## src/rtl/isdbt_bi_pkg.sv

```systemverilog
// ----------------------------------------------------------------------------
// isdbt_bi_pkg
// shared types, register codes and branch tables for the bit interleaver
// ----------------------------------------------------------------------------
package isdbt_bi_pkg;

    // default build values
    localparam int MAX_DELAY_DEF = 65536;
    localparam int BRANCHES_DEF  = 6;

    // configuration port
    localparam int CFG_W = 4;
    localparam int IDX_W = 2;

    localparam logic [IDX_W-1:0] REG_CONSTELLATION = 2'd0;
    localparam logic [IDX_W-1:0] REG_TX_MODE       = 2'd1;
    localparam logic [IDX_W-1:0] REG_SEGMENT_COUNT = 2'd2;

    // constellation codes
    localparam logic [1:0] CST_QPSK  = 2'd0;
    localparam logic [1:0] CST_16QAM = 2'd1;
    localparam logic [1:0] CST_64QAM = 2'd2;

    // branch number width, enough for six branches
    localparam int BR_W = 3;

    // width of the unclamped delay arithmetic
    localparam int DF_W = 18;

    // branch tables
    localparam logic [6:0] TAB_QPSK  [2] = '{7'd1, 7'd120};
    localparam logic [6:0] TAB_16QAM [4] = '{7'd1, 7'd40, 7'd80, 7'd120};
    localparam logic [6:0] TAB_64QAM [6] = '{7'd1, 7'd24, 7'd48, 7'd72, 7'd96, 7'd120};

    // one bit handed from the sequencer to the delay memory
    typedef struct packed {
        logic            valid;
        logic            data;
        logic [BR_W-1:0] branch;
        logic            last;
    } bit_req_t;

    // one finished byte handed to the output queue
    typedef struct packed {
        logic       valid;
        logic [7:0] data;
    } byte_push_t;

    // branch count before the build limit
    function automatic logic [BR_W-1:0] nominal_branches(input logic [1:0] cst);
        logic [BR_W-1:0] nb;
        case (cst)
            CST_QPSK:  nb = 3'd2;
            CST_16QAM: nb = 3'd4;
            default:   nb = 3'd6;
        endcase
        return nb;
    endfunction

    // table entry for a branch, zero-based
    function automatic logic [6:0] tab_val(input logic [BR_W-1:0] nb,
                                           input logic [BR_W-1:0] k);
        logic [6:0] v;
        v = 7'd1;
        case (nb)
            3'd2:    v = (k < 3'd2) ? TAB_QPSK[k[0]] : TAB_QPSK[0];
            3'd4:    v = (k < 3'd4) ? TAB_16QAM[k[1:0]] : TAB_16QAM[0];
            default: v = (k < 3'd6) ? TAB_64QAM[k] : TAB_64QAM[0];
        endcase
        return v;
    endfunction

    // 384 times half the branch count
    function automatic logic [10:0] corr_unit(input logic [BR_W-1:0] nb);
        logic [10:0] u;
        case (nb)
            3'd2:    u = 11'd384;
            3'd4:    u = 11'd768;
            default: u = 11'd1152;
        endcase
        return u;
    endfunction

    // 120 times the branch count
    function automatic logic [9:0] corr_sub(input logic [BR_W-1:0] nb);
        logic [9:0] s;
        case (nb)
            3'd2:    s = 10'd240;
            3'd4:    s = 10'd480;
            default: s = 10'd720;
        endcase
        return s;
    endfunction

endpackage

```

## src/rtl/isdbt_bi_obuf.sv

```systemverilog
// ----------------------------------------------------------------------------
// isdbt_bi_obuf
// two-entry output queue
// ----------------------------------------------------------------------------
module isdbt_bi_obuf
    import isdbt_bi_pkg::*;
(
    input  logic       clk,
    input  logic       rst_n,
    input  byte_push_t push,
    output logic       out_valid,
    input  logic       out_stall,
    output logic [7:0] out_byte
);

    logic [7:0] data_reg [2];
    logic       wr_ptr_reg;
    logic       rd_ptr_reg;
    logic [1:0] count_reg, count_next;
    logic       take;

    assign out_valid = (count_reg != 2'd0);
    assign out_byte  = data_reg[rd_ptr_reg];
    assign take      = out_valid && !out_stall;

    always_comb
    begin
        count_next = count_reg;
        if (push.valid && !take)
        begin
            count_next = count_reg + 2'd1;
        end
        else if (!push.valid && take)
        begin
            count_next = count_reg - 2'd1;
        end
    end

    always_ff @(posedge clk or negedge rst_n)
    begin
        if (!rst_n)
        begin
            wr_ptr_reg <= 1'b0;
            rd_ptr_reg <= 1'b0;
            count_reg  <= '0;
        end
        else
        begin
            count_reg <= count_next;
            if (push.valid)
            begin
                wr_ptr_reg <= !wr_ptr_reg;
            end
            if (take)
            begin
                rd_ptr_reg <= !rd_ptr_reg;
            end
        end
    end

    always_ff @(posedge clk)
    begin
        if (push.valid)
        begin
            data_reg[wr_ptr_reg] <= push.data;
        end
    end

endmodule

```

## config.mk

```make
export PLATFORM = sky130hd
export DESIGN_NAME = isdbt_bi_obuf
export DESIGN_NICKNAME = d
export VERILOG_FILES = /design/src/rtl/isdbt_bi_pkg.sv /design/src/rtl/isdbt_bi_obuf.sv
export SDC_FILE = /design/constraint.sdc
export NUM_CORES = 1
export LEC_CHECK = 0
export BUFFER_PORTS_ARGS = -buffer_cell sky130_fd_sc_hd__buf_2
export CORE_MARGIN = 2
export CORE_UTILIZATION = 52
export DETAILED_ROUTE_END_ITERATION = 8
export MAX_ROUTING_LAYER = met4
export PLACE_DENSITY = 0.84
export SLEW_MARGIN = 15
export SYNTH_ARGS = -nofsm -noshare
export SYNTH_HDL_FRONTEND = slang
export SYNTH_SLANG_ARGS = --single-unit
```

## constraint.sdc

```tcl
create_clock -name clk -period 2.5 [get_ports clk]
set_clock_uncertainty 0.2 [all_clocks]
set_input_delay 0 -clock clk [delete_from_list [all_inputs] [get_ports clk]]
set_output_delay 0 -clock clk [all_outputs]
set_load 0.02 [all_outputs]
```

==> reports/qor.yml <==
post_cts_resized: 0
placement_rows: 13
syn_inst: 40
routed.top_layer: "met4"
drt-met1-wl_um: 571
grt_use_total: 0.162
synth_nets: 53
dpl.hpwl_um: 835
ys_seq_elements: 20
synth_area_per_cell_um2: 19.3
p_total_w: 0.00106
cp-startpoint: "rd_ptr_reg$_DFFE_PN0P_"
path_cells: "mux2_2 -> buf_2"
rsz0062_at_grt: "false"
holdWs_ps: 234
htree_levels: 1
grt_pass1_vias: 448
synth-seq-area-share: 0.753
hold_viol: 0
clk_pin_slew_ps: 110
finalMaxSlewViolations: 0
dieWidth_um: 42.5
insertion_delay_ps: 290
yosysTopAreaCell: "edfxtp_1"
grt_pass1_wl_um: 2010
cp.arrival_ps: 1440
holdPathStages: 2
finalSetupViolCount: 0
critical_path_required_ps: 2300
root_buffer: "clkbuf_4"
utilization: 0.771
firstDrtPassIters: 2
gp_congestion: 0.623
drive_gt1_frac: 0.453
min_period_over_period: 0.656
tightest_slew_ps: 687
areaGrowthSynthToFinish_pct: 35.1
drt-initial-drc-count: 4
wl_met3_um: 50
netlist_area_um2: 771
nNetsFinal: 89
antenna-diode-count: 0
hp-start: "push[3]"
max-cap-violations: 0
yosysUniqueCellTypes: 12
synth_top_area_frac: 0.623
top_level_ports: 21
finalNonFillerCells: 90
worst_path_max_delay_cell: "dfrtp_1"
leakagePower_nw: 0.422
portBuffers: 20
rr_worst_depth: 5
powerDensity_mw_per_mm2: 1020
hold_path.class: "in -> reg"
clock_path_buffers: 2
r2r_start: "count_reg[0]$_DFFE_PN0P_"
drc: 0
finalCriticalPeriod_ps: 1640
slew_headroom: 0.541
path_max_fanout: 9
grt_max_degree: 12
synth.yosys.warnings: 0
numCtsBuffers: 3
cts_tree: "built"
vias: 438
critPathKind: "reg -> out"
met2_length_um: 694
antenna_left: 0
via_per_inst: 4.87
dp.cells: 74
r2r_end: "count_reg[1]$_DFFE_PN0P_"
numClockSinks: 20
largest_reg_flops: 16
cp-end-kind: "output port"
grt_antenna_before_repair: 0
outcome: "finished, final reports clean"
initial_utilization: 0.571
reg2reg_slack_ps: 920
hold_path_end: "data_reg[1][3]$_DFFE_PP_"
die_y_um: 42.5
die_area_mm2: 0.00181
ir_worst_vdd_mv: 0.586
core_mm2: 0.00135
post-cts-setup-buffers: 0
fmax_mhz: 610
synthTopCellsByArea: "edfxtp_1 62%, dfrtp_1 13%, mux2_2 12%, xor2_1 3.4%, xnor2_1 2.3%"
crit_family: "flip-flops"
drt_wl_total_um: 1320
max_stage_delay_ps: 590
cp-start-kind: "flip-flop"
overflow: 0
tns_ps: 0
wl_per_cell_um: 14.7
critPathBufInv: 1
-- cell families after synthesis --
group	after synthesis	synth area share
flops	20	0.753
mux	8	0.117
xor+xnor	5	0.0568
simple gates	5	0.0503
buf+inv	1	0.00649
fa+ha+maj	1	0.0162
-- report_power, final --
| part | internal, W | total, W | switching, W |
|---|---|---|---|
| clock network | 0.0000887 | 0.000183 | 0.0000941 |
| logic | 0.000173 | 0.000358 | 0.000185 |
| registers | 0.000454 | 0.000517 | 0.0000626 |
| total | 0.000716 | 0.00106 | 0.000342 |
-- cells in the final DEF (no fill, tap or decap) --
| cell | synthesis | layout |
|---|---|---|
| edfxtp_1 | 16 | 16 |
| dfrtp_1 | 4 | 4 |
| dlygate4sd3_1 | 0 | 12 |
| xor2_1 | 3 | 3 |
| ha_1 | 1 | 1 |
| and2_1 | 1 | 1 |
| clkbuf_8 | 0 | 1 |
| nand2b_4 | 1 | 1 |
| buf_2 | 1 | 20 |
| nor2_1 | 1 | 1 |
| clkbuf_4 | 0 | 3 |
| xnor2_1 | 2 | 2 |
| or2_4 | 1 | 1 |
| nor2b_1 | 1 | 1 |
| mux2_2 | 8 | 8 |
-- repair_timing --
item | 4_1_cts | 5_1_grt
endpoints found under the hold margin | 23 | 0
hold buffers | 12 | 0
endpoints found under the setup margin | 0 | 0
-- area by class of cell --
type                    count  area [um2]
clock buffers               4        36.3
fillers                    73         309
multi-input cells          19         185
flip-flops and latches     20         581
well taps                  15        18.8
repair buffers             32         220
-- per-layer routing --
| metal | vias up | global-route usage |
|---|---|---|
| li1 | 214 | - |
| met4 | 0 | 0.0750 |
| met5 | - | - |
| met3 | 2 | 0.0259 |
| met1 | 208 | 0.166 |
| met2 | 14 | 0.298 |
-- cell usage after synthesis --
cell type,number
edfxtp_1,16
mux2_2,8
dfrtp_1,4
xor2_1,3
xnor2_1,2
and2_1,1
buf_2,1
ha_1,1
nand2b_4,1
nor2_1,1
nor2b_1,1
or2_4,1
-- worst max-delay path by stage --
stage / end / slack, ps / cells after the start
after global placement: data_reg[0][6]$_DFFE_PP_ / 970 / 1
after global routing: out_byte[5] / 790 / 2
after floorplan: count_reg[1]$_DFFE_PN0P_ / 950 / 6
after detailed placement: count_reg[1]$_DFFE_PN0P_ / 920 / 5
final: out_byte[5] / 860 / 2
after CTS: out_byte[5] / 860 / 2
-- worst reg2reg max path, delay by kind of cell, from the launching register on --
kind / cells / cell delay, ps
fa+ha+maj: 1 / 250
simple gates: 3 / 500
xor+xnor: 1 / 140
flops: 1 / 430
-- per-stage QoR --
| step | setup slack, ps | cell area (um2) |
|---|---|---|
| floorplan | 947 | 771 |
| global placement | 966 | 885 |
| detailed placement | 924 | 885 |
| CTS | 858 | 1040 |
| global route | 794 | 1040 |
| finish | 860 | 1040 |
No activity file was read; power rests on OpenSTA's default activity.
