<file path="src/rtl/isdbt_bi_pkg.sv">
// ----------------------------------------------------------------------------
// isdbt_bi_pkg
// shared types, register codes and branch tables for the bit interleaver
// ----------------------------------------------------------------------------
package isdbt_bi_pkg;

    // default build values
    localparam int MAX_DELAY_DEF = 65536;
    localparam int BRANCHES_DEF  = 6;

    // configuration port
    localparam int CFG_W = 4;
    localparam int IDX_W = 2;

    localparam logic [IDX_W-1:0] REG_CONSTELLATION = 2'd0;
    localparam logic [IDX_W-1:0] REG_TX_MODE       = 2'd1;
    localparam logic [IDX_W-1:0] REG_SEGMENT_COUNT = 2'd2;

    // constellation codes
    localparam logic [1:0] CST_QPSK  = 2'd0;
    localparam logic [1:0] CST_16QAM = 2'd1;
    localparam logic [1:0] CST_64QAM = 2'd2;

    // branch number width, enough for six branches
    localparam int BR_W = 3;

    // width of the unclamped delay arithmetic
    localparam int DF_W = 18;

    // branch tables
    localparam logic [6:0] TAB_QPSK  [2] = '{7'd1, 7'd120};
    localparam logic [6:0] TAB_16QAM [4] = '{7'd1, 7'd40, 7'd80, 7'd120};
    localparam logic [6:0] TAB_64QAM [6] = '{7'd1, 7'd24, 7'd48, 7'd72, 7'd96, 7'd120};

    // one bit handed from the sequencer to the delay memory
    typedef struct packed {
        logic            valid;
        logic            data;
        logic [BR_W-1:0] branch;
        logic            last;
    } bit_req_t;

    // one finished byte handed to the output queue
    typedef struct packed {
        logic       valid;
        logic [7:0] data;
    } byte_push_t;

    // branch count before the build limit
    function automatic logic [BR_W-1:0] nominal_branches(input logic [1:0] cst);
        logic [BR_W-1:0] nb;
        case (cst)
            CST_QPSK:  nb = 3'd2;
            CST_16QAM: nb = 3'd4;
            default:   nb = 3'd6;
        endcase
        return nb;
    endfunction

    // table entry for a branch, zero-based
    function automatic logic [6:0] tab_val(input logic [BR_W-1:0] nb,
                                           input logic [BR_W-1:0] k);
        logic [6:0] v;
        v = 7'd1;
        case (nb)
            3'd2:    v = (k < 3'd2) ? TAB_QPSK[k[0]] : TAB_QPSK[0];
            3'd4:    v = (k < 3'd4) ? TAB_16QAM[k[1:0]] : TAB_16QAM[0];
            default: v = (k < 3'd6) ? TAB_64QAM[k] : TAB_64QAM[0];
        endcase
        return v;
    endfunction

    // 384 times half the branch count
    function automatic logic [10:0] corr_unit(input logic [BR_W-1:0] nb);
        logic [10:0] u;
        case (nb)
            3'd2:    u = 11'd384;
            3'd4:    u = 11'd768;
            default: u = 11'd1152;
        endcase
        return u;
    endfunction

    // 120 times the branch count
    function automatic logic [9:0] corr_sub(input logic [BR_W-1:0] nb);
        logic [9:0] s;
        case (nb)
            3'd2:    s = 10'd240;
            3'd4:    s = 10'd480;
            default: s = 10'd720;
        endcase
        return s;
    endfunction

endpackage

</file>
<file path="src/rtl/isdbt_bi_feed.sv">
// ----------------------------------------------------------------------------
// isdbt_bi_feed
// bit sequencer: splits a byte into bits, picks the branch and its delay
// ----------------------------------------------------------------------------
module isdbt_bi_feed
    import isdbt_bi_pkg::*;
#(
    parameter int MAX_DELAY = MAX_DELAY_DEF,
    parameter int BRANCHES  = BRANCHES_DEF,
    localparam int DW       = $clog2(MAX_DELAY)
)
(
    input  logic            clk,
    input  logic            rst_n,
    input  logic            load,
    input  logic [7:0]      load_byte,
    input  logic [1:0]      constellation,
    input  logic [1:0]      tx_mode,
    input  logic [3:0]      segment_count,
    output logic            free,
    output bit_req_t        req,
    output logic [DW-1:0]   delay
);

    logic [7:0]      byte_reg;
    logic [2:0]      bit_cnt_reg, bit_cnt_next;
    logic            active_reg, active_next;
    logic [BR_W-1:0] sel_reg, sel_next;
    bit_req_t        req_reg, req_next;
    logic [DW-1:0]   delay_reg, delay_next;

    logic [BR_W-1:0] nb_nom;
    logic [BR_W-1:0] nb;
    logic [BR_W-1:0] kk;
    logic [5:0]      prod;
    logic [DF_W-1:0] pos;
    logic [DF_W-1:0] sub;
    logic [DF_W-1:0] diff;
    logic            last_bit;

    assign last_bit = (bit_cnt_reg == 3'd7);
    assign free     = !active_reg || last_bit;

    // branch count limited to the built branches
    assign nb_nom = nominal_branches(constellation);
    assign nb     = (32'(nb_nom) > 32'(BRANCHES)) ? BR_W'(BRANCHES) : nb_nom;
    assign kk     = (sel_reg >= nb) ? '0 : sel_reg;

    // delay = tab[k] - 1 + mode*384*(nb_nom/2)*segments - 120*nb_nom, clamped
    assign prod = 6'(tx_mode) * 6'(segment_count);
    assign pos  = DF_W'(prod) * DF_W'(corr_unit(nb_nom)) + DF_W'(tab_val(nb_nom, kk))
                  - DF_W'(1);
    assign sub  = DF_W'(corr_sub(nb_nom));
    assign diff = pos - sub;

    always_comb
    begin
        if (pos < sub)
        begin
            delay_next = '0;
        end
        else if (32'(diff) > 32'(MAX_DELAY - 1))
        begin
            delay_next = DW'(MAX_DELAY - 1);
        end
        else
        begin
            delay_next = DW'(diff);
        end
    end

    always_comb
    begin
        active_next  = active_reg;
        bit_cnt_next = bit_cnt_reg;
        sel_next     = sel_reg;
        req_next     = '0;
        if (active_reg)
        begin
            req_next.valid  = 1'b1;
            req_next.data   = byte_reg[bit_cnt_reg];
            req_next.branch = kk;
            req_next.last   = last_bit;
            sel_next        = (kk + 3'd1 >= nb) ? '0 : kk + 3'd1;
            bit_cnt_next    = bit_cnt_reg + 3'd1;
            if (last_bit)
            begin
                active_next = 1'b0;
            end
        end
        if (load)
        begin
            active_next  = 1'b1;
            bit_cnt_next = '0;
        end
    end

    always_ff @(posedge clk or negedge rst_n)
    begin
        if (!rst_n)
        begin
            active_reg  <= 1'b0;
            bit_cnt_reg <= '0;
            sel_reg     <= '0;
            req_reg     <= '0;
        end
        else
        begin
            active_reg  <= active_next;
            bit_cnt_reg <= bit_cnt_next;
            sel_reg     <= sel_next;
            req_reg     <= req_next;
        end
    end

    always_ff @(posedge clk)
    begin
        if (load)
        begin
            byte_reg <= load_byte;
        end
        delay_reg <= delay_next;
    end

    assign req   = req_reg;
    assign delay = delay_reg;

endmodule

</file>
<file path="config.mk">
export PLATFORM = sky130hd
export DESIGN_NAME = isdbt_bi_feed
export DESIGN_NICKNAME = d
export VERILOG_FILES = /design/src/rtl/isdbt_bi_pkg.sv /design/src/rtl/isdbt_bi_feed.sv
export SDC_FILE = /design/constraint.sdc
export NUM_CORES = 1
export LEC_CHECK = 0
export BUFFER_PORTS_ARGS = -buffer_cell sky130_fd_sc_hd__buf_4
export CAP_MARGIN = 20
export CORE_MARGIN = 1.5
export CORE_UTILIZATION = 65
export CTS_CLUSTER_DIAMETER = 80
export DETAILED_ROUTE_END_ITERATION = 7
export PLACE_DENSITY_LB_ADDON = 0.2
export SLEW_MARGIN = 15
export SYNTH_ARGS = -nofsm -noshare
export SYNTH_HDL_FRONTEND = slang
export SYNTH_SLANG_ARGS = --single-unit
</file>
<file path="constraint.sdc">
create_clock -name clk -period 9.1 [get_ports clk]
set_input_delay 0.455 -clock clk [delete_from_list [all_inputs] [get_ports clk]]
set_output_delay 0.455 -clock clk [all_outputs]
set_load 0.02 [all_outputs]
</file>
==> flow_summary.rst, run 1 <==
.. list-table::
   :header-rows: 1

   * - Metric
     - Value
   * - Outcome
     - completed
   * - Type of element launching the critical path
     - primary input
   * - Yosys top cell by area
     - sky130_fd_sc_hd__ha_1
   * - Delay-heaviest family, CP
     - simple AND/OR/NAND/NOR gates
   * - Master cell of the clock root buffer
     - sky130_fd_sc_hd__clkbuf_8
   * - Netlist area before placement
     - 3660 µm²
   * - Logic depth of the worst setup path including buffers
     - 25
   * - Required time at the endpoint of the critical path
     - approximately 9 ns
   * - Area enclosed by the die boundary
     - roughly 6100 µm²
   * - Number of global-route vias before repair
     - between 3,000 and 4,000
   * - Number of antenna-violating nets in the routed design
     - 0
   * - Clock transition at the register clock pins on the worst setup and hold paths after CTS
     - roughly 0.070 ns
   * - Ports
     - 42
   * - Number of enable flip-flop cells after synthesis
     - 8
   * - Worst clock skew on the final layout
     - roughly 0.0094 ns
   * - Post-synthesis sequential area ratio
     - 0.231
   * - Endpoint of the lowest-slack register-to-register path
     - delay[9]$_SDFF_PN0_
   * - Average wire per cell in the routed design
     - approximately 16 µm
   * - Final critical delay including setup and external delays
     - around 6.4 ns
   * - Most Frequent Cell on Critical Path
     - sky130_fd_sc_hd__ha_1
   * - Average via count per standard cell
     - about 6.0
   * - Clock latency of the later-clocked register in the worst-skew pair
     - 0.29 ns
   * - Buffers on Ports
     - between 40 and 50
   * - Top flip-flop cell by instance count after synthesis
     - sky130_fd_sc_hd__dfxtp_1
   * - Hold Path Origin
     - load_byte[1]
   * - CTS H-Tree Depth
     - 2
   * - Share of the synthesized area in the top cell type
     - 0.188
   * - RSZ-0062 raised after global routing
     - no
   * - Commonest cells after routing, fill and taps aside
     - sky130_fd_sc_hd__ha_1 (55), sky130_fd_sc_hd__buf_4 (41), sky130_fd_sc_hd__nand2_1 (39)
   * - Worst setup slack for register-to-register paths
     - between 3 and 4 ns
   * - Worst supply voltage drop on vdd
     - approximately 0.40 mV
   * - Commonest non-fill, non-tap cell in the layout
     - sky130_fd_sc_hd__ha_1
   * - Area of the core
     - about 5500 µm²
   * - Clock net sink count
     - 35
   * - Clock Tree Buf Depth
     - 2
   * - Pin count of the biggest net entering global routing
     - 20
   * - Post-Synthesis Mean Instance Area
     - between 8 and 9 µm²
   * - Final clock period utilization by the worst path
     - 0.704
   * - Initial cell density of the core
     - 0.668
   * - Chip width
     - about 78 µm
   * - Maximum operating frequency
     - ~160 MHz
   * - Maximum fanout count along the critical path
     - 19
   * - Leakage
     - between 1.5 and 2 nW
   * - Power per cell area
     - between 300 and 400 nW/µm²
   * - Setup TNS Final
     - 0 ns
   * - Flip-flop count of the largest register, all copies and words added
     - 14
   * - Clock tree from TritonCTS
     - yes
   * - First-pass GRT wire length
     - approximately 14,000 µm
   * - Number of cells traversed by the worst register-to-register path
     - 23
   * - Endpoint type of the worst setup path
     - flip-flop
   * - Relative area change from synthesis to final layout
     - 11.9%
   * - First-pass DRT Iterations
     - 5
   * - Distinct cells, synth
     - 67
   * - Least-Margin Pin Slew
     - 1.05 ns
   * - Number of hold violations in the final report
     - 0
   * - Core utilization of the finished layout
     - 0.748
   * - Wire length after detailed routing
     - 8260 µm
   * - Flip-flop and latch count after synthesis
     - 35
   * - GPL Wtd Cong
     - just over 0.9
   * - Area occupied by registers
     - 846 µm²
   * - Post-DP HPWL
     - approximately 6700 µm
   * - Congestion Overflow GR
     - 0
   * - Total area of multi-input combinational cells
     - ~2600 µm²
   * - Row cnt
     - 27
   * - Worst-case hold path end point
     - byte_reg[1]$_DFFE_PP_
   * - Setup violators final
     - 0
   * - Number of fill cells in the layout
     - around 420
   * - Max stage delay on crit path
     - ~0.59 ns
   * - Start-to-end type of the worst setup path
     - primary input to flip-flop
   * - Syn. warnings
     - 0
   * - Main area contributors after synthesis
     - sky130_fd_sc_hd__ha_1 (19%), sky130_fd_sc_hd__dfrtp_1 (8.9%), sky130_fd_sc_hd__dfxtp_1 (7.7%), sky130_fd_sc_hd__edfxtp_1 (6.6%), sky130_fd_sc_hd__fa_1 (5.5%)
   * - Buffer and inverter count on the worst path
     - 3
   * - Tightest slew margin relative to the limit
     - 0.296
   * - Design Power
     - roughly 0.0016 W
   * - Number of standard cells after synthesis
     - roughly 400
   * - Net count after synthesis
     - roughly 500
   * - Drt initial violations
     - 162
   * - HP Class
     - primary input to flip-flop
   * - Reg2reg start
     - sel_reg[1]$_DFFE_PN0P_
   * - DRC violation count after routing
     - 0
   * - Final max-slew violation count
     - 0
   * - Via count
     - around 3,100
   * - Number of setup buffers added after CTS
     - 0
   * - Share of cells above drive strength 1
     - 0.157
   * - Die H
     - 78.0 µm
   * - Count of inserted antenna diode cells
     - 0
   * - Initial antenna violation count
     - 0
   * - Arrival time reported for the critical path endpoint
     - between 6 and 7 ns
   * - Number of stages on the worst hold path
     - 1
   * - Inserted Clock Buffers
     - 5
   * - All-layer global routing usage
     - 0.287
   * - Maximum Capacitance Violations
     - 0
   * - Cell with the biggest individual delay on the critical path
     - sky130_fd_sc_hd__or4b_1
   * - Share of synthesized registers carrying an async set or reset
     - 0.371
   * - Final net count
     - 530
-- worst max path at each step --
stage,startpoint,to
CTS,constellation[1],delay[9]$_SDFF_PN0_
global route,constellation[1],delay[9]$_SDFF_PN0_
detailed placement,constellation[1],delay[9]$_SDFF_PN0_
floorplan,constellation[1],delay[4]$_SDFF_PN0_
global placement,constellation[1],delay[9]$_SDFF_PN0_
finish,constellation[1],delay[9]$_SDFF_PN0_
-- cell type report --
type | count | area share
tap | 72 | 0.0220
clock buffer | 7 | 0.0211
clock inverter | 1 | 0.00122
timing repair buffer | 42 | 0.0777
sequential | 35 | 0.207
inverter | 33 | 0.0303
multi-input combinational | 329 | 0.641
-- metrics by stage --
step	hold WS, ns	setup WS [ns]	instance area, µm²	instances
floorplan	0.159	3.28	3660	410
global placement	0.301	2.79	3990	510
detailed placement	0.304	2.52	3990	510
CTS	0.333	2.79	4090	519
global route	0.331	2.14	4090	519
finish	0.339	2.70	4090	519
-- cell families after synthesis --
| group | synth area share |
|---|---|
| AND/OR/NAND/NOR | 0.201 |
| AO/OA/AOI/OAI | 0.190 |
| adder cells (fa/ha/maj) | 0.248 |
| buffers and inverters | 0.0510 |
| flip-flops | 0.231 |
| XOR/XNOR | 0.0551 |
| multiplexers | 0.0233 |
-- power by group --
part / switching [W] / total (W) / internal, W / leakage (nW)
Clock: 0.0000530 / 0.000114 / 0.0000610 / 0.0482
Sequential: 0.0000151 / 0.000207 / 0.000191 / 0.353
Combinational: 0.000762 / 0.00128 / 0.000517 / 1.53
-- timing repair --
action	4_1_cts	5_1_grt
endpoints found under the hold margin	13	0
hold buffers	1	0
resized for setup	0	0
-- Yosys cell counts, types with 2 or more instances --
| cell type | instances |
|---|---|
| sky130_fd_sc_hd__dfrtp_1 | 13 |
| sky130_fd_sc_hd__o21a_1 | 5 |
| sky130_fd_sc_hd__o2111ai_1 | 2 |
| sky130_fd_sc_hd__nand4_1 | 5 |
| sky130_fd_sc_hd__o22ai_1 | 3 |
| sky130_fd_sc_hd__o221ai_1 | 3 |
| sky130_fd_sc_hd__xor2_1 | 12 |
| sky130_fd_sc_hd__a211oi_1 | 4 |
| sky130_fd_sc_hd__buf_4 | 3 |
| sky130_fd_sc_hd__dfxtp_1 | 14 |
| sky130_fd_sc_hd__ha_1 | 55 |
| sky130_fd_sc_hd__nor3_1 | 9 |
| sky130_fd_sc_hd__o21bai_1 | 4 |
| sky130_fd_sc_hd__or2_2 | 5 |
| sky130_fd_sc_hd__o31ai_1 | 3 |
| sky130_fd_sc_hd__nand3_1 | 5 |
| sky130_fd_sc_hd__nand2_1 | 39 |
| sky130_fd_sc_hd__a21oi_1 | 18 |
| sky130_fd_sc_hd__buf_2 | 2 |
| sky130_fd_sc_hd__xnor2_1 | 11 |
| sky130_fd_sc_hd__a21boi_0 | 2 |
| sky130_fd_sc_hd__clkbuf_1 | 8 |
| sky130_fd_sc_hd__and2_1 | 14 |
| sky130_fd_sc_hd__o2111a_1 | 2 |
| sky130_fd_sc_hd__a31oi_1 | 8 |
| sky130_fd_sc_hd__nor2_1 | 24 |
| sky130_fd_sc_hd__mux2i_1 | 4 |
| sky130_fd_sc_hd__and3_1 | 11 |
| sky130_fd_sc_hd__fa_1 | 10 |
| sky130_fd_sc_hd__nor2b_1 | 6 |
| sky130_fd_sc_hd__a21o_1 | 7 |
| sky130_fd_sc_hd__o31a_1 | 2 |
| sky130_fd_sc_hd__and4_1 | 3 |
| sky130_fd_sc_hd__a21o_2 | 3 |
| sky130_fd_sc_hd__nand2b_1 | 3 |
| sky130_fd_sc_hd__maj3_1 | 2 |
| sky130_fd_sc_hd__inv_1 | 31 |
| sky130_fd_sc_hd__mux4_2 | 2 |
| sky130_fd_sc_hd__a211o_1 | 2 |
| sky130_fd_sc_hd__edfxtp_1 | 8 |
| sky130_fd_sc_hd__o21ai_0 | 12 |
| sky130_fd_sc_hd__nor2_4 | 3 |
| sky130_fd_sc_hd__a22o_1 | 3 |
| sky130_fd_sc_hd__o211ai_1 | 2 |
-- routing by layer --
layer,share of wire,global-route usage
met5,0,0
met1,0.46,0.392
met3,0.048,0.0400
met4,0.0064,0.0393
met2,0.48,0.493
Power figures use the tool's default switching activity.
==> run 2, diff against run 1 <==
--- a/config.mk
+++ b/config.mk
@@ -8,7 +8,7 @@
 export BUFFER_PORTS_ARGS = -buffer_cell sky130_fd_sc_hd__buf_4
 export CAP_MARGIN = 20
 export CORE_MARGIN = 1.5
-export CORE_UTILIZATION = 65
+export CORE_UTILIZATION = 60
 export CTS_CLUSTER_DIAMETER = 80
 export DETAILED_ROUTE_END_ITERATION = 7
 export PLACE_DENSITY_LB_ADDON = 0.2
==> constraint.sdc (replaced) <==
create_clock -name clk -period 6 [get_ports clk]
set_input_delay 0.3 -clock clk [delete_from_list [all_inputs] [get_ports clk]]
set_output_delay 0.3 -clock clk [all_outputs]
set_load 0.02 [all_outputs]
==> run 2 against run 1 <==
  * Cell area rose by 2.4%
  * First-iteration DRC count fell by 11%
  * Global-route usage fell by 2.7 points
  * Sequential share of layout area fell by 0.49 points
  * Register-to-register slack got worse by 2.6 ns
  * Via count rose by 0.55%
  * Final cell count rose by 2.9%
  * Setup slack got worse by 2.3 ns
  * Combinational power rose by 56%
  * Critical path depth fell by 4
  * Largest cell class unchanged
  * Largest power group unchanged
==> flow_summary.rst, run 2 (synthesis results as in run 1) <==
.. list-table::
   :header-rows: 1

   * - Metric
     - Value
   * - Chip width
     - 81.1 µm
   * - Arrival time reported for the critical path endpoint
     - 5.76 ns
   * - Worst setup slack for register-to-register paths
     - about 0.51 ns
   * - Initial antenna violation count
     - 0
   * - Relative area change from synthesis to final layout
     - 14.6%
   * - Wire length after detailed routing
     - a little over 8000 µm
   * - Outcome
     - completed
   * - Clock Tree Buf Depth
     - 2
   * - Critical path launch point
     - tx_mode[1]
   * - Reg2reg start
     - sel_reg[1]$_DFFE_PN0P_
   * - Clock latency of the later-clocked register in the worst-skew pair
     - about 0.28 ns
   * - Number of fill cells in the layout
     - roughly 470
   * - Clock transition at the register clock pins on the worst setup and hold paths after CTS
     - around 0.070 ns
   * - Commonest cells after routing, fill and taps aside
     - sky130_fd_sc_hd__ha_1 (55), sky130_fd_sc_hd__buf_4 (53), sky130_fd_sc_hd__nand2_1 (39)
   * - Logic depth of the worst setup path including buffers
     - 21
   * - Buffer and inverter count on the worst path
     - 2
   * - First-pass GRT wire length
     - between 10,000 and 15,000 µm
   * - Inserted Clock Buffers
     - 5
   * - Row cnt
     - 28
   * - Flip-flop count of the largest register, all copies and words added
     - 14
   * - Number of cells traversed by the worst register-to-register path
     - 24
   * - Via count
     - roughly 3,100
   * - Start-to-end type of the worst setup path
     - primary input to flip-flop
   * - Count of inserted antenna diode cells
     - 0
   * - Master cell of the clock root buffer
     - sky130_fd_sc_hd__clkbuf_8
   * - Endpoint type of the worst setup path
     - flip-flop
   * - Average wire per cell in the routed design
     - 15.4 µm
   * - Critical path cell sequence
     - buf_4, and2_1, ha_1, fa_1, xor2_1, nand2_1, fa_1, inv_1, ha_1, xor2_1, ha_1, fa_1, ha_1, o21ai_0, o211a_1, a21oi_1, xor2_1, o21bai_1, a211oi_1, o2bb2ai_1, a31oi_1
   * - Power per cell area
     - 594 nW/µm²
   * - Number of setup buffers added after CTS
     - 0
   * - Clock net sink count
     - 35
   * - Worst clock skew on the final layout
     - approximately 0.0067 ns
   * - Setup TNS Final
     - 0 ns
   * - Setup violators final
     - 0
   * - Cell with the biggest individual delay on the critical path
     - sky130_fd_sc_hd__fa_1
   * - Final max-slew violation count
     - 0
   * - Delay-heaviest family, CP
     - adder cells
   * - Design Power
     - around 0.0025 W
   * - Initial cell density of the core
     - 0.621
   * - Buffers on Ports
     - 41
   * - Ports
     - between 40 and 50
   * - Share of cells above drive strength 1
     - 0.181
   * - Commonest non-fill, non-tap cell in the layout
     - sky130_fd_sc_hd__ha_1
   * - Congestion Overflow GR
     - 0
   * - CTS H-Tree Depth
     - 2
   * - Final clock period utilization by the worst path
     - 0.936
   * - DRC violation count after routing
     - 0
   * - Maximum operating frequency
     - 178 MHz
   * - Clock tree from TritonCTS
     - yes
   * - Average via count per standard cell
     - 5.87
   * - Final net count
     - 542
   * - Required time at the endpoint of the critical path
     - 6.14 ns
   * - Number of global-route vias before repair
     - slightly below 3,000
   * - Area enclosed by the die boundary
     - 6570 µm²
   * - Capturing element of the worst setup path
     - delay[12]$_SDFF_PN0_
   * - Maximum fanout count along the critical path
     - 7
   * - Most Frequent Cell on Critical Path
     - sky130_fd_sc_hd__ha_1
   * - Post-DP HPWL
     - 6580 µm
   * - Die H
     - around 81 µm
   * - Number of hold violations in the final report
     - 0
   * - Tightest slew margin relative to the limit
     - 0.681
   * - Endpoint of the lowest-slack register-to-register path
     - delay[4]$_SDFF_PN0_
   * - First-pass DRT Iterations
     - 4
   * - Max stage delay on crit path
     - about 0.55 ns
   * - Final critical delay including setup and external delays
     - about 5.6 ns
   * - RSZ-0062 raised after global routing
     - no
   * - Type of element launching the critical path
     - primary input
   * - GPL Wtd Cong
     - a little under 0.9
   * - Leakage
     - 1.99 nW
   * - Area of the core
     - just under 6000 µm²
   * - Least-Margin Pin Slew
     - ~0.47 ns
   * - All-layer global routing usage
     - 0.260
   * - Maximum Capacitance Violations
     - 0
   * - HP Class
     - primary input to flip-flop
   * - Worst supply voltage drop on vdd
     - approximately 0.47 mV
   * - Number of antenna-violating nets in the routed design
     - 0
   * - Drt initial violations
     - approximately 140
   * - Pin count of the biggest net entering global routing
     - 19
run 2: changes by cell type in the layout (fill, tap and decap cells not counted):
cell,change
sky130_fd_sc_hd__buf_4,+12
sky130_fd_sc_hd__clkinv_2,-1
sky130_fd_sc_hd__or4b_1,-1
sky130_fd_sc_hd__nor2_2,+1
sky130_fd_sc_hd__clkinv_1,+1
sky130_fd_sc_hd__nor2_1,-1
sky130_fd_sc_hd__or4b_4,+1
run 2: metrics by stage:
stage	cells	hold WS, ns	util	worst slack [ns]	cell area, µm²
6_report	534	0.193	0.712	0.385	4190
2_1_floorplan	410	0.00441	-	0.339	3660
3_5_place_dp	525	0.149	0.694	0.0677	4090
5_1_grt	534	0.184	0.712	0.0499	4190
3_3_place_gp	525	0.146	0.694	0.208	4090
4_1_cts	534	0.190	0.711	0.330	4190
run 2: final cells by class:
class,count,area (µm²),area share
Multi-Input combinational cell,329,2630,0.627
Sequential cell,35,846,0.202
Timing Repair Buffer,54,408,0.0973
Inverter,33,124,0.0296
Tap cell,75,93.8,0.0224
Clock buffer,7,86.3,0.0206
Clock inverter,1,3.75,0.000896
run 2: power by group:
group	total, W	switching [W]	internal, W
clock network	0.000172	0.0000799	0.0000919
logic	0.00200	0.00116	0.000845
registers	0.000312	0.0000221	0.000290
total	0.00249	0.00126	0.00123
run 2: worst register-to-register path, delay by kind of cell, from the launching register on:
family | cells | cell delay, ns
compound gates | 7 | 1.47
xor+xnor | 1 | 0.14
fa+ha+maj | 6 | 1.61
flops | 1 | 0.41
buf+inv | 2 | 0.23
simple gates | 8 | 1.57
run 2: how the worst min path moves through the flow:
stage                        endpoint  cells after the start    startpoint
6_report        byte_reg[4]$_DFFE_PP_                      1  load_byte[4]
3_5_place_dp   sel_reg[2]$_DFFE_PN0P_                      1         rst_n
3_3_place_gp   sel_reg[2]$_DFFE_PN0P_                      1         rst_n
2_1_floorplan    active_reg$_DFF_PN0_                      0         rst_n
5_1_grt         byte_reg[4]$_DFFE_PP_                      1  load_byte[4]
4_1_cts         byte_reg[4]$_DFFE_PP_                      1  load_byte[4]
run 2: layer usage:
layer | GRT usage | up-vias | wire length, µm
met5 | 0 | - | 0
met4 | 0.0362 | 0 | 63
met3 | 0.0461 | 6 | 315
met2 | 0.443 | 63 | 4000
met1 | 0.351 | 1490 | 3820
li1 | - | 1577 | -
run 2: what timing repair did:
item                                    4_1_cts  5_1_grt
endpoints found under the setup margin        0       13
hold endpoints to repair                     13        0
hold buffers                                  1        0
resized for setup                             0        2
==> run 3, diff against run 2 <==
==> constraint.sdc (replaced) <==
create_clock -name clk -period 6 [get_ports clk]
set_input_delay 0 -clock clk [delete_from_list [all_inputs] [get_ports clk]]
set_output_delay 0 -clock clk [all_outputs]
set_load 0.02 [all_outputs]
==> run 3 against run 2 <==
  * Setup slack gained 0.051 ns
  * Sequential share of layout area shrank 0.28 points
  * Cell area is 1.4% higher
==> flow_summary.rst, run 3 (synthesis results as in run 1) <==
.. list-table::
   :header-rows: 1

   * - Metric
     - Value
   * - Setup violators final
     - 0
   * - Met2 track demand over resource
     - 0.473
   * - Clock Tree Buf Depth
     - 2
   * - Relative area change from synthesis to final layout
     - 16.3%
   * - Met3 Resource Use GR
     - 0.0573
   * - Row cnt
     - 28
   * - Met1 demand-to-capacity share in global routing
     - 0.345
   * - All-layer global routing usage
     - 0.275
   * - Endpoint type of the worst setup path
     - flip-flop
   * - Maximum operating frequency
     - 180 MHz
   * - Number of hold violations in the final report
     - 0
   * - Reg2reg start
     - sel_reg[1]$_DFFE_PN0P_
   * - Outcome
     - completed
   * - Required time at the endpoint of the critical path
     - a little over 6 ns
   * - GPL Wtd Cong
     - 0.935
   * - Chip width
     - ~81 µm
   * - DRC violation count after routing
     - 0
   * - Buffers on Ports
     - just over 40
   * - Critical path launch point
     - sel_reg[1]$_DFFE_PN0P_
   * - Number of antenna-violating nets in the routed design
     - 0
   * - Area of the core
     - slightly below 6000 µm²
   * - Final max-slew violation count
     - 0
   * - Average via count per standard cell
     - 5.95
   * - Inserted Clock Buffers
     - 5
   * - Commonest cells after routing, fill and taps aside
     - sky130_fd_sc_hd__ha_1 (54), sky130_fd_sc_hd__buf_4 (46), sky130_fd_sc_hd__nand2_1 (39)
   * - Master cell of the clock root buffer
     - sky130_fd_sc_hd__clkbuf_8
   * - Area enclosed by the die boundary
     - between 6000 and 7000 µm²
   * - Initial cell density of the core
     - 0.621
   * - Clock tree from TritonCTS
     - yes
   * - Commonest non-fill, non-tap cell in the layout
     - sky130_fd_sc_hd__ha_1
   * - Post-DP HPWL
     - between 6000 and 7000 µm
   * - Final net count
     - 544
   * - Clock net sink count
     - 35
   * - Leakage
     - roughly 2 nW
   * - Arrival time reported for the critical path endpoint
     - approximately 5.7 ns
   * - Clock latency of the later-clocked register in the worst-skew pair
     - 0.29 ns
   * - Least-Margin Pin Slew
     - around 0.70 ns
   * - Worst supply voltage drop on vdd
     - 0.491 mV
   * - HP Class
     - primary input to asynchronous set/reset pin
   * - Placed standard-cell area
     - roughly 4000 µm²
   * - Number of cells traversed by the worst register-to-register path
     - 22
   * - Drt initial violations
     - around 130
   * - Count of inserted antenna diode cells
     - 0
   * - Average wire per cell in the routed design
     - 15.9 µm
   * - RSZ-0062 raised after global routing
     - no
   * - Die H
     - 81.1 µm
   * - Most Crowded Layer GR
     - met2
   * - Worst setup slack for register-to-register paths
     - between 0.4 and 0.5 ns
   * - Setup TNS Final
     - 0 ns
   * - Tightest slew margin relative to the limit
     - 0.531
   * - First-pass DRT Iterations
     - 4
   * - Power per cell area
     - ~590 nW/µm²
   * - Type of element launching the critical path
     - flip-flop
   * - Worst clock skew on the final layout
     - a little under 0.01 ns
   * - Number of global-route vias before repair
     - approximately 3,000
   * - Finished layout cell area
     - ~4300 µm²
   * - Share of cells above drive strength 1
     - 0.169
   * - Ports
     - 42
   * - CTS H-Tree Depth
     - 2
   * - Pin count of the biggest net entering global routing
     - 20
   * - Clock transition at the register clock pins on the worst setup and hold paths after CTS
     - about 0.080 ns
   * - Start-to-end type of the worst setup path
     - flip-flop to flip-flop
   * - Final clock period utilization by the worst path
     - 0.927
   * - Endpoint of the lowest-slack register-to-register path
     - delay[9]$_SDFF_PN0_
   * - Initial antenna violation count
     - 0
   * - Congestion Overflow GR
     - 0
   * - Wire length after detailed routing
     - about 8500 µm
   * - Final critical delay including setup and external delays
     - approximately 5.6 ns
   * - Maximum Capacitance Violations
     - 0
   * - Capturing element of the worst setup path
     - delay[9]$_SDFF_PN0_
   * - Via count
     - 3,191
   * - Core utilization of the finished layout
     - 0.722
   * - Flip-flop count of the largest register, all copies and words added
     - 14
   * - First-pass GRT wire length
     - roughly 14,000 µm
   * - Maximum fanout count along the critical path
     - 6
-- run 3: cell types whose count changed in the layout (fill, tap and decap cells not counted) --
| cell | previous run | this run |
|---|---|---|
| sky130_fd_sc_hd__nor2_2 | 1 | 0 |
| sky130_fd_sc_hd__clkbuf_1 | 1 | 2 |
| sky130_fd_sc_hd__dlygate4sd3_1 | 1 | 10 |
| sky130_fd_sc_hd__buf_4 | 53 | 46 |
| sky130_fd_sc_hd__and3_1 | 11 | 10 |
| sky130_fd_sc_hd__bufinv_16 | 0 | 1 |
| sky130_fd_sc_hd__and3_2 | 0 | 1 |
| sky130_fd_sc_hd__clkbuf_8 | 6 | 5 |
| sky130_fd_sc_hd__ha_1 | 55 | 54 |
| sky130_fd_sc_hd__nor2_1 | 23 | 24 |
| sky130_fd_sc_hd__a21oi_1 | 18 | 17 |
| sky130_fd_sc_hd__a21oi_2 | 1 | 2 |
| sky130_fd_sc_hd__clkinv_1 | 2 | 1 |
| sky130_fd_sc_hd__ha_2 | 0 | 1 |
-- run 3: final cells by class --
| type | count | area [µm²] |
|---|---|---|
| Multi-Input combinational cell | 329 | 2640 |
| Fill cell | 449 | 1640 |
| Sequential cell | 35 | 846 |
| Timing Repair Buffer | 56 | 445 |
| Inverter | 33 | 124 |
| Tap cell | 75 | 93.8 |
| Clock buffer | 7 | 76.3 |
| Clock inverter | 1 | 30.0 |
-- run 3: how the worst min path moves through the flow --
| stage | startpoint | endpoint | cells past startpoint |
|---|---|---|---|
| floorplan | rst_n | active_reg$_DFF_PN0_ | 0 |
| finish | rst_n | req[2]$_DFF_PN0_ | 2 |
| detailed placement | rst_n | req[1]$_DFF_PN0_ | 1 |
| global route | rst_n | req[2]$_DFF_PN0_ | 2 |
| global placement | rst_n | req[3]$_DFF_PN0_ | 1 |
| CTS | rst_n | active_reg$_DFF_PN0_ | 2 |
-- run 3: metrics by stage --
stage | hold slack [ns] | instances | total power (W) | worst slack [ns]
CTS | 0.0899 | 534 | 0.00244 | 0.351
global route | 0.118 | 536 | 0.00273 | 0.0124
finish | 0.0887 | 536 | 0.00250 | 0.436
detailed placement | -0.150 | 516 | 0.00221 | 0.306
global placement | -0.153 | 516 | 0.00219 | 0.352
floorplan | -0.296 | 410 | 0.00180 | 0.639
-- run 3: timing repair --
action / 4_1_cts / 5_1_grt
buffers inserted: 0 / 2
endpoints found under the hold margin: 23 / 0
hold buffers: 10 / 0
resized for setup: 0 / 4
endpoints found under the setup margin: 0 / 13
-- run 3: per-layer routing --
metal,wire length (µm),share of wire
met3,417,0.049
met1,3910,0.46
met2,4040,0.47
met5,0,0
met4,168,0.020
-- run 3: critical path: stages, from the launching register on --
cell and delay (ns):
sky130_fd_sc_hd__dfrtp_1 0.41, sky130_fd_sc_hd__inv_1 0.11, sky130_fd_sc_hd__ha_1 0.29, sky130_fd_sc_hd__nand2b_1 0.14, sky130_fd_sc_hd__nand2_1 0.10, sky130_fd_sc_hd__maj3_1 0.35, sky130_fd_sc_hd__nor2_1 0.15, sky130_fd_sc_hd__buf_4 0.16
sky130_fd_sc_hd__ha_1 0.14, sky130_fd_sc_hd__nor2_1 0.04, sky130_fd_sc_hd__o221ai_1 0.20, sky130_fd_sc_hd__inv_1 0.07, sky130_fd_sc_hd__ha_1 0.30, sky130_fd_sc_hd__ha_1 0.35, sky130_fd_sc_hd__and3b_1 0.25, sky130_fd_sc_hd__o22a_2 0.25
sky130_fd_sc_hd__xor2_1 0.16, sky130_fd_sc_hd__ha_1 0.35, sky130_fd_sc_hd__and3_1 0.18, sky130_fd_sc_hd__and3_1 0.20, sky130_fd_sc_hd__o21ai_0 0.56, sky130_fd_sc_hd__nand4_1 0.38, sky130_fd_sc_hd__a31o_1 0.30
-- run 3: power breakdown --
group          switching, W  internal [W]
registers         0.0000243      0.000290
logic               0.00117      0.000811
clock network     0.0000839      0.000124
total               0.00128       0.00123
